File: src/design/qos_constraint_aggregator_assert.svh
// Assertion macros for the QoS constraint aggregator.
// Used by the top level; relies on signals named clk and rst_n in scope.
`ifndef QOS_CONSTRAINT_AGGREGATOR_ASSERT_SVH
`define QOS_CONSTRAINT_AGGREGATOR_ASSERT_SVH
`ifndef SYNTHESIS
`define QCA_ASSERT_IMP(lbl, ante, cons, msg) \
  lbl: assert property (@(posedge clk) disable iff (!rst_n) (ante) |-> (cons)) else $error(msg);
`define QCA_ASSERT_NXT(lbl, ante, cons, msg) \
  lbl: assert property (@(posedge clk) disable iff (!rst_n) (ante) |=> (cons)) else $error(msg);
`else
`define QCA_ASSERT_IMP(lbl, ante, cons, msg)
`define QCA_ASSERT_NXT(lbl, ante, cons, msg)
`endif
`endif

File: src/design/qca_pkg.sv
// Shared types and constants of the QoS constraint aggregator.
// No dependencies.
package qca_pkg;

  localparam int DATA_W  = 32;
  localparam int CMD_W   = 2;
  localparam int SLOT_FW = 4;
  localparam int MASK_FW = 8;
  localparam int QCPU_FW = 3;
  localparam int CFG_IW  = 3;

  localparam logic [CMD_W-1:0] CMD_ADD    = 2'd0;
  localparam logic [CMD_W-1:0] CMD_UPDATE = 2'd1;
  localparam logic [CMD_W-1:0] CMD_REMOVE = 2'd2;
  localparam logic [CMD_W-1:0] CMD_QUERY  = 2'd3;

  localparam logic [CFG_IW-1:0] REG_AGG_IS_MAX     = 3'd0;
  localparam logic [CFG_IW-1:0] REG_DEFAULT_VALUE  = 3'd1;
  localparam logic [CFG_IW-1:0] REG_EMPTY_VALUE    = 3'd2;
  localparam logic [CFG_IW-1:0] REG_PER_CPU_ENABLE = 3'd3;
  localparam logic [CFG_IW-1:0] REG_PER_CPU_DEFAULT = 3'd4;

  localparam logic signed [DATA_W-1:0] RESET_TARGET = 32'sd2000000000;

  typedef logic signed [DATA_W-1:0] value_t;

endpackage

File: src/design/qca_if.sv
// Valid/ready channel interfaces for request transactions and results.
// Depends on qca_pkg.
interface qca_in_if import qca_pkg::*; ();
  logic               valid;
  logic               ready;
  logic [CMD_W-1:0]   command;
  logic [SLOT_FW-1:0] slot;
  value_t             request_value;
  logic               use_default;
  logic [MASK_FW-1:0] cpu_mask;
  logic [QCPU_FW-1:0] query_cpu;

  modport source (output valid, command, slot, request_value, use_default, cpu_mask,
                  query_cpu, input ready);
  modport sink (input valid, command, slot, request_value, use_default, cpu_mask,
                query_cpu, output ready);
endinterface

interface qca_out_if import qca_pkg::*; ();
  logic   valid;
  logic   ready;
  value_t aggregate_value;
  logic   changed;
  value_t cpu_target;
  logic   status;

  modport source (output valid, aggregate_value, changed, cpu_target, status, input ready);
  modport sink (input valid, aggregate_value, changed, cpu_target, status, output ready);
endinterface

File: src/design/qos_constraint_aggregator.sv
// QoS constraint aggregator top level: request slot memory, scan and result register.
// Depends on qca_pkg, qca_if and qos_constraint_aggregator_assert.svh.
//
// Usage: each transaction on in_if adds, updates or removes one request slot,
// or only queries. Exactly one result per transaction leaves on out_if with the
// min or max aggregate, a changed flag, the target of the queried CPU and a
// status bit (1 when the command did not suit the slot state or its slot was out of range).
// Registers are to be written through cfg_we, cfg_index and cfg_wdata while
// idle; the block itself does not enforce this. A transaction is processed by
// one pass over the slot memory, one entry per cycle, which also writes the
// modified entry back in place. A new transaction is accepted only once the
// current one has finished and left its result in the result register.
// The input side is ready again while a result still waits: if the receiver
// stalls, the finish step of the following transaction waits for the result
// register. Reset clears all slots, sets the per-CPU targets to 2000000000
// and restores the register reset values; no clearing pass is needed.
`include "qos_constraint_aggregator_assert.svh"

module qos_constraint_aggregator import qca_pkg::*; #(
  parameter int REQUEST_SLOTS = 16,
  parameter int CPU_COUNT     = 8
) (
  input  logic              clk,
  input  logic              rst_n,
  qca_in_if.sink            in_if,
  qca_out_if.source         out_if,
  input  logic              cfg_we,
  input  logic [CFG_IW-1:0] cfg_index,
  input  logic [DATA_W-1:0] cfg_wdata
);

  localparam int SLOT_W  = (REQUEST_SLOTS > 1) ? $clog2(REQUEST_SLOTS) : 1;
  localparam int CPU_W   = (CPU_COUNT > 1) ? $clog2(CPU_COUNT) : 1;
  localparam int ENTRY_W = DATA_W + CPU_COUNT;

  localparam logic [1:0] ST_IDLE = 2'd0;
  localparam logic [1:0] ST_SCAN = 2'd1;
  localparam logic [1:0] ST_FIN  = 2'd2;

  logic [1:0] state_r, state_nxt;

  logic   agg_max_r;
  value_t default_r;
  value_t empty_r;
  logic   pce_r;
  value_t pc_default_r;

  logic [REQUEST_SLOTS-1:0] slot_valid_r;
  logic [ENTRY_W-1:0]       mem [REQUEST_SLOTS];
  logic [ENTRY_W-1:0]       rd_data_r;

  logic [CMD_W-1:0]     cmd_r;
  logic [SLOT_W-1:0]    tgt_r;
  value_t               val_r;
  logic [CPU_COUNT-1:0] mask_r;
  logic [QCPU_FW-1:0]   qcpu_r;
  logic                 status_r;
  logic                 act_r;

  logic [SLOT_W:0]   cnt_r;
  logic [SLOT_W-1:0] chk_idx_r;
  logic              chk_vld_r;

  logic   prev_any_r, curr_any_r;
  value_t prev_best_r, curr_best_r;
  logic [CPU_COUNT-1:0] cany_r;
  value_t               cbest_r   [CPU_COUNT];
  value_t               cpu_tgt_r [CPU_COUNT];
  value_t               cpu_new   [CPU_COUNT];

  logic   out_vld_r;
  value_t out_agg_r;
  logic   out_chg_r;
  value_t out_tgt_r;
  logic   out_status_r;

  logic in_acc;
  logic fin_go;
  logic [8:0] slot_ext;
  logic in_range;
  logic [SLOT_W-1:0] slot_idx;
  logic [63:0] mask_ext;
  logic [CPU_COUNT-1:0] mask_in;
  logic acc_status;

  logic [SLOT_W-1:0] rd_addr;
  logic rd_en;
  logic mem_we;
  logic old_v, new_v, hit;
  value_t old_val, new_val;
  logic [CPU_COUNT-1:0] old_cpus, upd_cpus;

  value_t prev_agg, curr_agg, q_tgt;
  logic [6:0] q_ext;
  logic [CPU_W-1:0] q_idx;

  assign in_acc  = in_if.valid && in_if.ready;
  assign in_if.ready = (state_r == ST_IDLE);
  assign fin_go  = (state_r == ST_FIN) && (!out_vld_r || out_if.ready);

  assign slot_ext = {5'b0, in_if.slot};
  assign in_range = (slot_ext < 9'(REQUEST_SLOTS));
  assign slot_idx = slot_ext[SLOT_W-1:0];
  assign mask_ext = {56'b0, in_if.cpu_mask};
  assign mask_in  = mask_ext[CPU_COUNT-1:0];

  always_comb begin
    acc_status = 1'b0;
    if (in_if.command != CMD_QUERY) begin
      if (!in_range) begin
        acc_status = 1'b1;
      end else if (in_if.command == CMD_ADD) begin
        acc_status = slot_valid_r[slot_idx];
      end else begin
        acc_status = !slot_valid_r[slot_idx];
      end
    end
  end

  always_ff @(posedge clk) begin
    if (!rst_n) begin
      agg_max_r    <= 1'b0;
      default_r    <= RESET_TARGET;
      empty_r      <= RESET_TARGET;
      pce_r        <= 1'b1;
      pc_default_r <= RESET_TARGET;
    end else if (cfg_we) begin
      case (cfg_index)
        REG_AGG_IS_MAX:      agg_max_r    <= cfg_wdata[0];
        REG_DEFAULT_VALUE:   default_r    <= $signed(cfg_wdata);
        REG_EMPTY_VALUE:     empty_r      <= $signed(cfg_wdata);
        REG_PER_CPU_ENABLE:  pce_r        <= cfg_wdata[0];
        REG_PER_CPU_DEFAULT: pc_default_r <= $signed(cfg_wdata);
        default: ;
      endcase
    end
  end

  always_comb begin
    state_nxt = state_r;
    case (state_r)
      ST_IDLE: begin
        if (in_acc) state_nxt = ST_SCAN;
      end
      ST_SCAN: begin
        if (cnt_r == (SLOT_W + 1)'(REQUEST_SLOTS)) state_nxt = ST_FIN;
      end
      ST_FIN: begin
        if (fin_go) state_nxt = ST_IDLE;
      end
      default: state_nxt = ST_IDLE;
    endcase
  end

  assign rd_en   = (state_r == ST_SCAN) && (cnt_r < (SLOT_W + 1)'(REQUEST_SLOTS));
  assign rd_addr = cnt_r[SLOT_W-1:0];

  assign old_val  = $signed(rd_data_r[ENTRY_W-1:CPU_COUNT]);
  assign old_cpus = rd_data_r[CPU_COUNT-1:0];
  assign old_v    = slot_valid_r[chk_idx_r];
  assign hit      = act_r && (chk_idx_r == tgt_r);

  always_comb begin
    new_v    = old_v;
    new_val  = old_val;
    upd_cpus = old_cpus;
    if (hit) begin
      case (cmd_r)
        CMD_ADD: begin
          new_v    = 1'b1;
          new_val  = val_r;
          upd_cpus = (mask_r != '0) ? mask_r : {CPU_COUNT{1'b1}};
        end
        CMD_UPDATE: begin
          new_v   = 1'b1;
          new_val = val_r;
          if (mask_r != '0) upd_cpus = mask_r;
        end
        CMD_REMOVE: new_v = 1'b0;
        default: ;
      endcase
    end
  end

  assign mem_we = chk_vld_r && hit && (cmd_r == CMD_ADD || cmd_r == CMD_UPDATE);

  always_ff @(posedge clk) begin
    if (mem_we) mem[chk_idx_r] <= {new_val, upd_cpus};
    if (rd_en) rd_data_r <= mem[rd_addr];
  end

  always_ff @(posedge clk) begin
    if (!rst_n) begin
      state_r   <= ST_IDLE;
      cnt_r     <= '0;
      chk_vld_r <= 1'b0;
      act_r     <= 1'b0;
    end else begin
      state_r   <= state_nxt;
      chk_vld_r <= rd_en;
      if (in_acc) begin
        cnt_r <= '0;
        act_r <= (in_if.command != CMD_QUERY) && !acc_status;
      end else if (rd_en) begin
        cnt_r <= cnt_r + 1'b1;
      end
    end
  end

  always_ff @(posedge clk) begin
    if (rd_en) chk_idx_r <= rd_addr;
    if (in_acc) begin
      cmd_r    <= in_if.command;
      tgt_r    <= slot_idx;
      val_r    <= in_if.use_default ? default_r : in_if.request_value;
      mask_r   <= mask_in;
      qcpu_r   <= in_if.query_cpu;
      status_r <= acc_status;
    end
  end

  always_ff @(posedge clk) begin
    if (in_acc) begin
      prev_any_r <= 1'b0;
      curr_any_r <= 1'b0;
      cany_r     <= '0;
    end else if (chk_vld_r) begin
      if (old_v && (!prev_any_r ||
          (agg_max_r ? (old_val > prev_best_r) : (old_val < prev_best_r)))) begin
        prev_any_r  <= 1'b1;
        prev_best_r <= old_val;
      end
      if (new_v && (!curr_any_r ||
          (agg_max_r ? (new_val > curr_best_r) : (new_val < curr_best_r)))) begin
        curr_any_r  <= 1'b1;
        curr_best_r <= new_val;
      end
      for (int c = 0; c < CPU_COUNT; c++) begin
        if (new_v && upd_cpus[c] && (!cany_r[c] || new_val < cbest_r[c])) begin
          cany_r[c]  <= 1'b1;
          cbest_r[c] <= new_val;
        end
      end
    end
  end

  always_comb begin
    for (int c = 0; c < CPU_COUNT; c++) begin
      if (pce_r) begin
        cpu_new[c] = cany_r[c] ? cbest_r[c] : pc_default_r;
      end else begin
        cpu_new[c] = cpu_tgt_r[c];
      end
    end
  end

  always_ff @(posedge clk) begin
    if (!rst_n) begin
      slot_valid_r <= '0;
      for (int c = 0; c < CPU_COUNT; c++) cpu_tgt_r[c] <= RESET_TARGET;
    end else if (fin_go) begin
      if (act_r) slot_valid_r[tgt_r] <= (cmd_r != CMD_REMOVE);
      for (int c = 0; c < CPU_COUNT; c++) cpu_tgt_r[c] <= cpu_new[c];
    end
  end

  assign prev_agg = prev_any_r ? prev_best_r : empty_r;
  assign curr_agg = curr_any_r ? curr_best_r : empty_r;
  assign q_ext    = {4'b0, qcpu_r};
  assign q_idx    = q_ext[CPU_W-1:0];
  assign q_tgt    = (q_ext < 7'(CPU_COUNT)) ? cpu_new[q_idx] : '0;

  always_ff @(posedge clk) begin
    if (!rst_n) begin
      out_vld_r <= 1'b0;
    end else if (fin_go) begin
      out_vld_r <= 1'b1;
    end else if (out_if.ready) begin
      out_vld_r <= 1'b0;
    end
  end

  always_ff @(posedge clk) begin
    if (fin_go) begin
      out_agg_r    <= curr_agg;
      out_chg_r    <= (prev_agg != curr_agg);
      out_tgt_r    <= q_tgt;
      out_status_r <= status_r;
    end
  end

  assign out_if.valid           = out_vld_r;
  assign out_if.aggregate_value = out_agg_r;
  assign out_if.changed         = out_chg_r;
  assign out_if.cpu_target      = out_tgt_r;
  assign out_if.status          = out_status_r;

  `QCA_ASSERT_IMP(a_mem_we_scan, mem_we, state_r == ST_SCAN, "slot memory written outside the scan")
  `QCA_ASSERT_NXT(a_fin_result, fin_go, out_vld_r, "finished transaction left no result")
  `QCA_ASSERT_NXT(a_ignored_keeps, fin_go && !act_r, $stable(slot_valid_r), "slot table changed")

endmodule

File: src/flat_wrapper.sv
// flat-port wrapper written by rule: the top's interface ports become plain ports
module qos_constraint_aggregator_flat import qca_pkg::*;
#(
  parameter int REQUEST_SLOTS = 16,
  parameter int CPU_COUNT     = 8
)
  (clk, rst_n, cfg_we, cfg_index, cfg_wdata, in_if_valid, in_if_command, in_if_slot, in_if_request_value, in_if_use_default, in_if_cpu_mask, in_if_query_cpu, in_if_ready, out_if_valid, out_if_aggregate_value, out_if_changed, out_if_cpu_target, out_if_status, out_if_ready);
  qca_in_if in_if_i ();
  qca_out_if out_if_i ();
  input  logic clk;
  input  logic rst_n;
  input  logic cfg_we;
  input  logic [CFG_IW-1:0] cfg_index;
  input  logic [DATA_W-1:0] cfg_wdata;
  input wire logic [$bits(in_if_i.valid)-1:0] in_if_valid;
  input wire logic [$bits(in_if_i.command)-1:0] in_if_command;
  input wire logic [$bits(in_if_i.slot)-1:0] in_if_slot;
  input wire logic [$bits(in_if_i.request_value)-1:0] in_if_request_value;
  input wire logic [$bits(in_if_i.use_default)-1:0] in_if_use_default;
  input wire logic [$bits(in_if_i.cpu_mask)-1:0] in_if_cpu_mask;
  input wire logic [$bits(in_if_i.query_cpu)-1:0] in_if_query_cpu;
  output wire logic [$bits(in_if_i.ready)-1:0] in_if_ready;
  output wire logic [$bits(out_if_i.valid)-1:0] out_if_valid;
  output wire logic [$bits(out_if_i.aggregate_value)-1:0] out_if_aggregate_value;
  output wire logic [$bits(out_if_i.changed)-1:0] out_if_changed;
  output wire logic [$bits(out_if_i.cpu_target)-1:0] out_if_cpu_target;
  output wire logic [$bits(out_if_i.status)-1:0] out_if_status;
  input wire logic [$bits(out_if_i.ready)-1:0] out_if_ready;
  assign in_if_i.valid = in_if_valid;
  assign in_if_i.command = in_if_command;
  assign in_if_i.slot = in_if_slot;
  assign in_if_i.request_value = in_if_request_value;
  assign in_if_i.use_default = in_if_use_default;
  assign in_if_i.cpu_mask = in_if_cpu_mask;
  assign in_if_i.query_cpu = in_if_query_cpu;
  assign in_if_ready = in_if_i.ready;
  assign out_if_valid = out_if_i.valid;
  assign out_if_aggregate_value = out_if_i.aggregate_value;
  assign out_if_changed = out_if_i.changed;
  assign out_if_cpu_target = out_if_i.cpu_target;
  assign out_if_status = out_if_i.status;
  assign out_if_i.ready = out_if_ready;
  qos_constraint_aggregator #(.REQUEST_SLOTS(REQUEST_SLOTS), .CPU_COUNT(CPU_COUNT)) u_core (.clk(clk), .rst_n(rst_n), .in_if(in_if_i), .out_if(out_if_i), .cfg_we(cfg_we), .cfg_index(cfg_index), .cfg_wdata(cfg_wdata));
endmodule
File: config.mk
export PLATFORM = sky130hd
export DESIGN_NAME = qos_constraint_aggregator_flat
export DESIGN_NICKNAME = d
export VERILOG_FILES = /design/src/design/qca_pkg.sv /design/src/design/qca_if.sv /design/src/design/qos_constraint_aggregator.sv /design/src/flat_wrapper.sv
export VERILOG_INCLUDE_DIRS = /design/src /design/src/design
export SDC_FILE = /design/constraint.sdc
export NUM_CORES = 2
export LEC_CHECK = 0
export BUFFER_PORTS_ARGS = -buffer_cell sky130_fd_sc_hd__buf_2
export CAP_MARGIN = 20
export CORE_MARGIN = 10
export CORE_UTILIZATION = 35
export CTS_BUF_LIST = sky130_fd_sc_hd__clkbuf_8
export CTS_CLUSTER_SIZE = 25
export DETAILED_ROUTE_END_ITERATION = 16
export GPL_TIMING_DRIVEN = 0
export MAX_ROUTING_LAYER = met4
export SLEW_MARGIN = 20
export SYNTH_ARGS = -nofsm -noshare
export SYNTH_HDL_FRONTEND = slang
export SYNTH_SLANG_ARGS = --single-unit
File: constraint.sdc
create_clock -name clk -period 13 [get_ports clk]
set_input_delay 0.65 -clock clk [delete_from_list [all_inputs] [get_ports clk]]
set_output_delay 0.65 -clock clk [all_outputs]
set_load 0.01 [all_outputs]
## Word level (Yosys, flattened, before mapping)

Memory sizes are Yosys's and may differ from the RTL's. A register that Yosys moved wholly into a read port is not among the register bits.
Cells that the tools add are included.

- Order comparisons: 20
- Muxes and demuxes: 94
- Bitwise operators: 11
- Add/subtract/negate cells: 1
- Reductions and logical operators: 78
- Equality and inequality tests: 16

Operators by type and width:

| cell | count |
|---|---|
| $mux 32 | 31 |
| $lt 32x32->1 | 10 |
| $bmux 32 s3 | 1 |
| $gt 32x32->1 | 2 |
| $mux 1 | 49 |
| $ne 32x32->1 | 1 |
| $reduce_and 2->1 | 16 |
| $logic_and 1x1->1 | 26 |
| $mux 8 | 3 |
| $lt 4x5->1 const B | 4 |
| $bwmux 16 | 1 |
| $pmux 8 s2 | 1 |
| $logic_not 1->1 | 13 |
| $logic_or 1x1->1 | 12 |
| $reduce_and 3->1 | 3 |
| $bmux 1 s4 | 2 |
| $or 1x1->1 | 8 |
| $reduce_bool 8->1 | 1 |
| $eq 3x2->1 const B | 2 |
| $logic_not 2->1 | 3 |
| $mux 2 | 3 |
| $ne 2x2->1 const B | 3 |
| $pmux 2 s3 | 1 |
| $add 5x1->5 const B | 1 |
| other kinds (18) | 23 |

- Bits in registers: 318
- RAM bits: 1,152
- Logic and storage cells: 257
- Output and inout bits: 68
- Memories: 3

Memory list:

| memory | depth | bits a word | rd ports | clocked after memory_dff | write ports | RTL line | RTL |
|---|---|---|---|---|---|---|---|
| u_core.mem | 16 | 40 | 1 | 1 | 1 | qos_constraint_aggregator.sv:49 | `logic [ENTRY_W-1:0] mem [REQUEST_SLOTS];` |
| u_core.cbest_r | 8 | 32 | 8 | 0 | 8 | qos_constraint_aggregator.sv:67 | `value_t cbest_r [CPU_COUNT];` |
| u_core.cpu_tgt_r | 8 | 32 | 8 | 0 | 8 | qos_constraint_aggregator.sv:68 | `value_t cpu_tgt_r [CPU_COUNT];` |

## Longest topological paths before layout

- Depth after elaboration: 11
- Mapped depth: 16
- Depth with buffers taken out: 13

## Worst setup path before layout

Ideal clock, no wire load.

- Path type: input port to flip-flop
- Start: in out_if_ready
- End: mem u_core.cpu_tgt_r[0][0] (netlist bit) (enable)
- Buffers on the path: 0
- Setup time: 0.656 ns
- Slack: 3.070 ns
- Arrival time: 9.274 ns
- Stages on the path: 3
- Path through: nand2b_1 > and2_0 > nand2b_1

RTL lines:

| what | RTL line | RTL |
|---|---|---|
| start, declared | flat_wrapper.sv:28 | `input wire logic [$bits(out_if_i.ready)-1:0] out_if_ready;` |
| end, declared | qos_constraint_aggregator.sv:68 |  |

==> flow_summary_export.csv <==
group,metric,value,unit
status,run_status,"completed",
sta,tightest_slew,1.25,ns
synth,synth_flop_cell,"edfxtp_1",
synth,synth_xor_area_frac,0.00527,
floorplan,die_w,467,microns
sta,max_freq,0.124,GHz
sta,fin_tns_setup,0,ns
flow_run,max-cap-violations,0,
worst_setup_path,reg2reg_depth,16,
synth,synth-simple-area-share,0.0738,
cts,worstSkewPairLatency,1.05,ns
cts,htree_levels,4,
route,routed_via_density,5.46,
route,dr.pass1.iters,6,
floorplan,fp.coreArea,198000,sq um
worst_setup_path,critical_path.top_delay_family,"simple AND/OR/NAND/NOR gates",
synth,synth_cell_types,62,
synth,ys_seq_area_frac,0.630,
route,dr_total_vias,45800,
worst_setup_path,arrival,8.77,ns
route,drtIter0Drc,5343,
floorplan,initial_utilization,0.353,
cts,cts_tree,"yes",
synth,synth_edf_count,1376,
global_routing,grt_max_degree,54,
worst_setup_path,worst-setup-path-type,"reg -> reg",
route,drc,0,
layout,drive_above_1_share,0.185,
sta,slew_headroom,0.168,
place,port_buffers,155,
power_and_ir_drop,ir_drop,0.111,mV
synth,synth.avg_cell_area,14.0,sq um
global_routing,grt_pass1_vias,45000,
global_routing,grt_pass1_wl,328000,microns
sta,fin_crit_sh,0.621,
synth,synthAdderAreaFrac,0.0563,
sta,setup_viol,0,
layout,finalCoreUtilization,0.412,
layout,final_cells,8403,
worst_setup_path,path_cells,"xnor2_1, nand3b_1, nor2_1, clkbuf_1, nand2_1, nand2_2, ha_1, nor2b_1, o21ai_0, nand2b_1, a2111oi_1, o211ai_1, nor3_2, buf_6, buf_6, buf_4",
power_and_ir_drop,power.density,124,nW/um^2
cts,cts_root_buf,"clkbuf_8",
layout,n_fill_cell,18300,
min_path,hold_class,"in -> reg",
worst_setup_path,cp.buffers_inverters,4,
floorplan,ioPinCount,158,
worst_setup_path,max_stage_delay,1.00,ns
global_routing,antenna_found_initial,19,
layout,area_delta_synth_final,16.7,%
worst_setup_path,worstPathRequired,13.70,ns
power_and_ir_drop,p_leak,28.7,nW
global_routing,overflow,0,
synth,ys_seq_elements,1510,
worst_setup_path,cp_max_fo,34,
worst_setup_path,cp_slowest_cell,"a2111oi_1",
place,hpwlAfterDp,171000,microns
min_path,holdPathStages,2,
place,dp_cells,7868,
worst_setup_path,cp.depth,16,
floorplan,die_h,467,microns
worst_setup_path,start_kind,"flip-flop",
synth,netlist_instances,4972,
synth,synth.most_common_cell,"edfxtp_1",
synth,synth_top_area_share,0.592,
layout,nNetsFinal,5954,
cts,postCtsSetupBuffers,0,
place,gp_congestion,0.958,
sta,drv_slew,0,
synth,synth_area,69800,sq um
sta,grt_setup_unrepaired,"false",
synth,synthArstFlopShare,0,
route,postRouteAntennaNets,0,
route,wl_per_cell,27.7,microns
sta,hold_viol,0,
cts,tritoncts.num_buffers,240,
cts,clock_path_buffers,3,
worst_setup_path,end_kind,"flip-flop",
synth,synth_warnings,0,
cts,clk_pin_slew_worst_paths,0.08,ns
synth,synth_compound_area_frac,0.0553,
cts,cts_resized,0,
route,totalWireLength,233000,microns
global_routing,track_usage,0.214,
floorplan,die_area,218000,sq um
worst_setup_path,cpMostUsedCell,"buf_6",
cts,clock_sinks,1510,
synth,syn-num-nets,5376,
synth,synthMuxAreaShare,0.146,
synth,synth_area_leader_cell,"edfxtp_1",
synth,synth.area.top_cells,"edfxtp_1, mux4_2, ha_1",
sta,clock_skew,0.0802,ns
sta,min_period,8.07,ns
floorplan,core.rowCount,163,
synth,yosys-top-cells-count,"edfxtp_1, nand2_1, mux2i_1",
synth,synth_top_family_by_area,"multiplexers",
==> cell type report <==
class	count	area, sq um	share of cell area
clock buffer	260	3580	0.0439
clock inverter	183	1110	0.0136
tap	2640	3300	0.0405
antenna	12	30.0	0.000369
timing repair buffer	336	3250	0.0399
buffer	279	1150	0.0141
sequential	1510	44000	0.540
inverter	326	1230	0.0150
multi-input combinational	2857	23800	0.292
==> cell usage in the layout, fill, tap and decap left out, types with 11 or more instances in the layout <==
| cell type | netlist | final |
|---|---|---|
| a211oi_1 | 15 | 14 |
| a21boi_0 | 59 | 59 |
| a21o_1 | 56 | 56 |
| a21oi_1 | 81 | 81 |
| a31oi_1 | 16 | 11 |
| buf_1 | 39 | 32 |
| buf_12 | 0 | 22 |
| buf_16 | 0 | 29 |
| buf_2 | 50 | 210 |
| buf_4 | 0 | 35 |
| buf_6 | 2 | 18 |
| clkbuf_1 | 188 | 177 |
| clkbuf_2 | 0 | 13 |
| clkbuf_8 | 0 | 260 |
| clkinv_1 | 0 | 58 |
| clkinv_2 | 0 | 33 |
| dfxtp_1 | 134 | 134 |
| diode_2 | 0 | 12 |
| dlygate4sd3_1 | 0 | 78 |
| edfxtp_1 | 1376 | 1376 |
| ha_1 | 314 | 314 |
| inv_1 | 326 | 390 |
| mux2_2 | 64 | 64 |
| mux2i_1 | 328 | 328 |
| mux4_2 | 274 | 274 |
| nand2_1 | 726 | 695 |
| nand2_2 | 0 | 31 |
| nand3_1 | 74 | 74 |
| nand4_1 | 58 | 58 |
| nor2_1 | 182 | 170 |
| nor2_4 | 0 | 12 |
| nor2b_1 | 58 | 58 |
| nor3_1 | 33 | 27 |
| nor4_1 | 14 | 14 |
| o211ai_1 | 13 | 13 |
| o21ai_0 | 311 | 311 |
| o21bai_1 | 13 | 13 |
| xnor2_1 | 38 | 38 |
==> layer usage <==
| layer | GRT usage | vias up | routed length, microns |
|---|---|---|---|
| li1 | - | 19800 | - |
| met1 | 0.292 | 23300 | 98900 |
| met2 | 0.305 | 2240 | 101000 |
| met3 | 0.0393 | 433 | 20100 |
| met4 | 0.109 | 0 | 13100 |
| met5 | - | - | 0 |
==> sequential cells by signal (all words and copies together), names as in the netlist, 3 cells and up <==
signal	count
u_core.tgt_r	4
u_core.chk_idx_r	4
u_core.pc_default_r	32
u_core.rd_data_r	40
u_core.curr_best_r	32
u_core.cany_r	8
u_core.default_r	32
u_core.empty_r	32
u_core.q_idx	3
u_core.prev_best_r	32
u_core.mask_r	8
u_core.out_if.aggregate_value	32
u_core.cpu_tgt_r	256
u_core.cbest_r	256
u_core.val_r	32
u_core.slot_valid_r	16
u_core.cnt_r	5
u_core.out_if.cpu_target	32
u_core.mem	640
==> worst reg2reg max path, cell delays in order (launching register included) <==
cell,delay (ns)
edfxtp_1,0.55
xnor2_1,0.26
nand3b_1,0.45
nor2_1,0.98
clkbuf_1,0.70
nand2_1,0.26
nand2_2,0.67
ha_1,0.40
nor2b_1,0.13
o21ai_0,0.42
nand2b_1,0.17
a2111oi_1,1.00
o211ai_1,0.28
nor3_2,0.82
buf_6,0.25
buf_6,0.17
buf_4,0.21
==> cells by family after synthesis <==
family,count (synthesis)
DFF,1510
buffers and inverters,605
and+or+nand+nor,1201
AOI/OAI and AO/OA,634
muxes,666
adders and majority gates,314
xor gates and xnor gates,42
==> through the flow <==
step / hold slack (ns) / total power (W) / worst slack (ns) / area, sq um
3_3_place_gp: 0.406 / 0.00610 / -3.07 / 73900
4_1_cts: 0.0108 / 0.0101 / 5.39 / 81400
5_1_grt: 0.0507 / 0.0104 / 5.04 / 81500
2_1_floorplan: 0.400 / 0.00584 / 3.07 / 69800
6_report: 0.101 / 0.0101 / 4.93 / 81500
3_5_place_dp: 0.407 / 0.00611 / 5.51 / 76000
==> timing repair <==
item	in CTS	in global routing
endpoints found under the hold margin	142	0
endpoints found under the setup margin	0	0
hold buffers	78	0
==> worst paths after layout <==
kind | from | end | slack, ns
hold reg to reg | u_core.cnt_r[1]$_SDFFE_PP0P_ | u_core.chk_idx_r[1]$_DFFE_PP_ | 0.43
hold / removal | in_if_request_value[18] | u_core.val_r[18]$_DFFE_PP_ | 0.10
setup reg to reg | u_core.chk_idx_r[2]$_DFFE_PP_ | u_core.cbest_r[0][80]$_DFFE_PP_ | 4.93
setup / recovery | u_core.chk_idx_r[2]$_DFFE_PP_ | u_core.cbest_r[0][80]$_DFFE_PP_ | 4.93
==> report_power, final <==
part	total (W)	switching, W	internal, W
Sequential	0.00537	0.0000271	0.00534
Clock	0.00406	0.00203	0.00203
Combinational	0.000663	0.000430	0.000234
Total	0.0101	0.00248	0.00761
(Power assumes the default switching activity.)
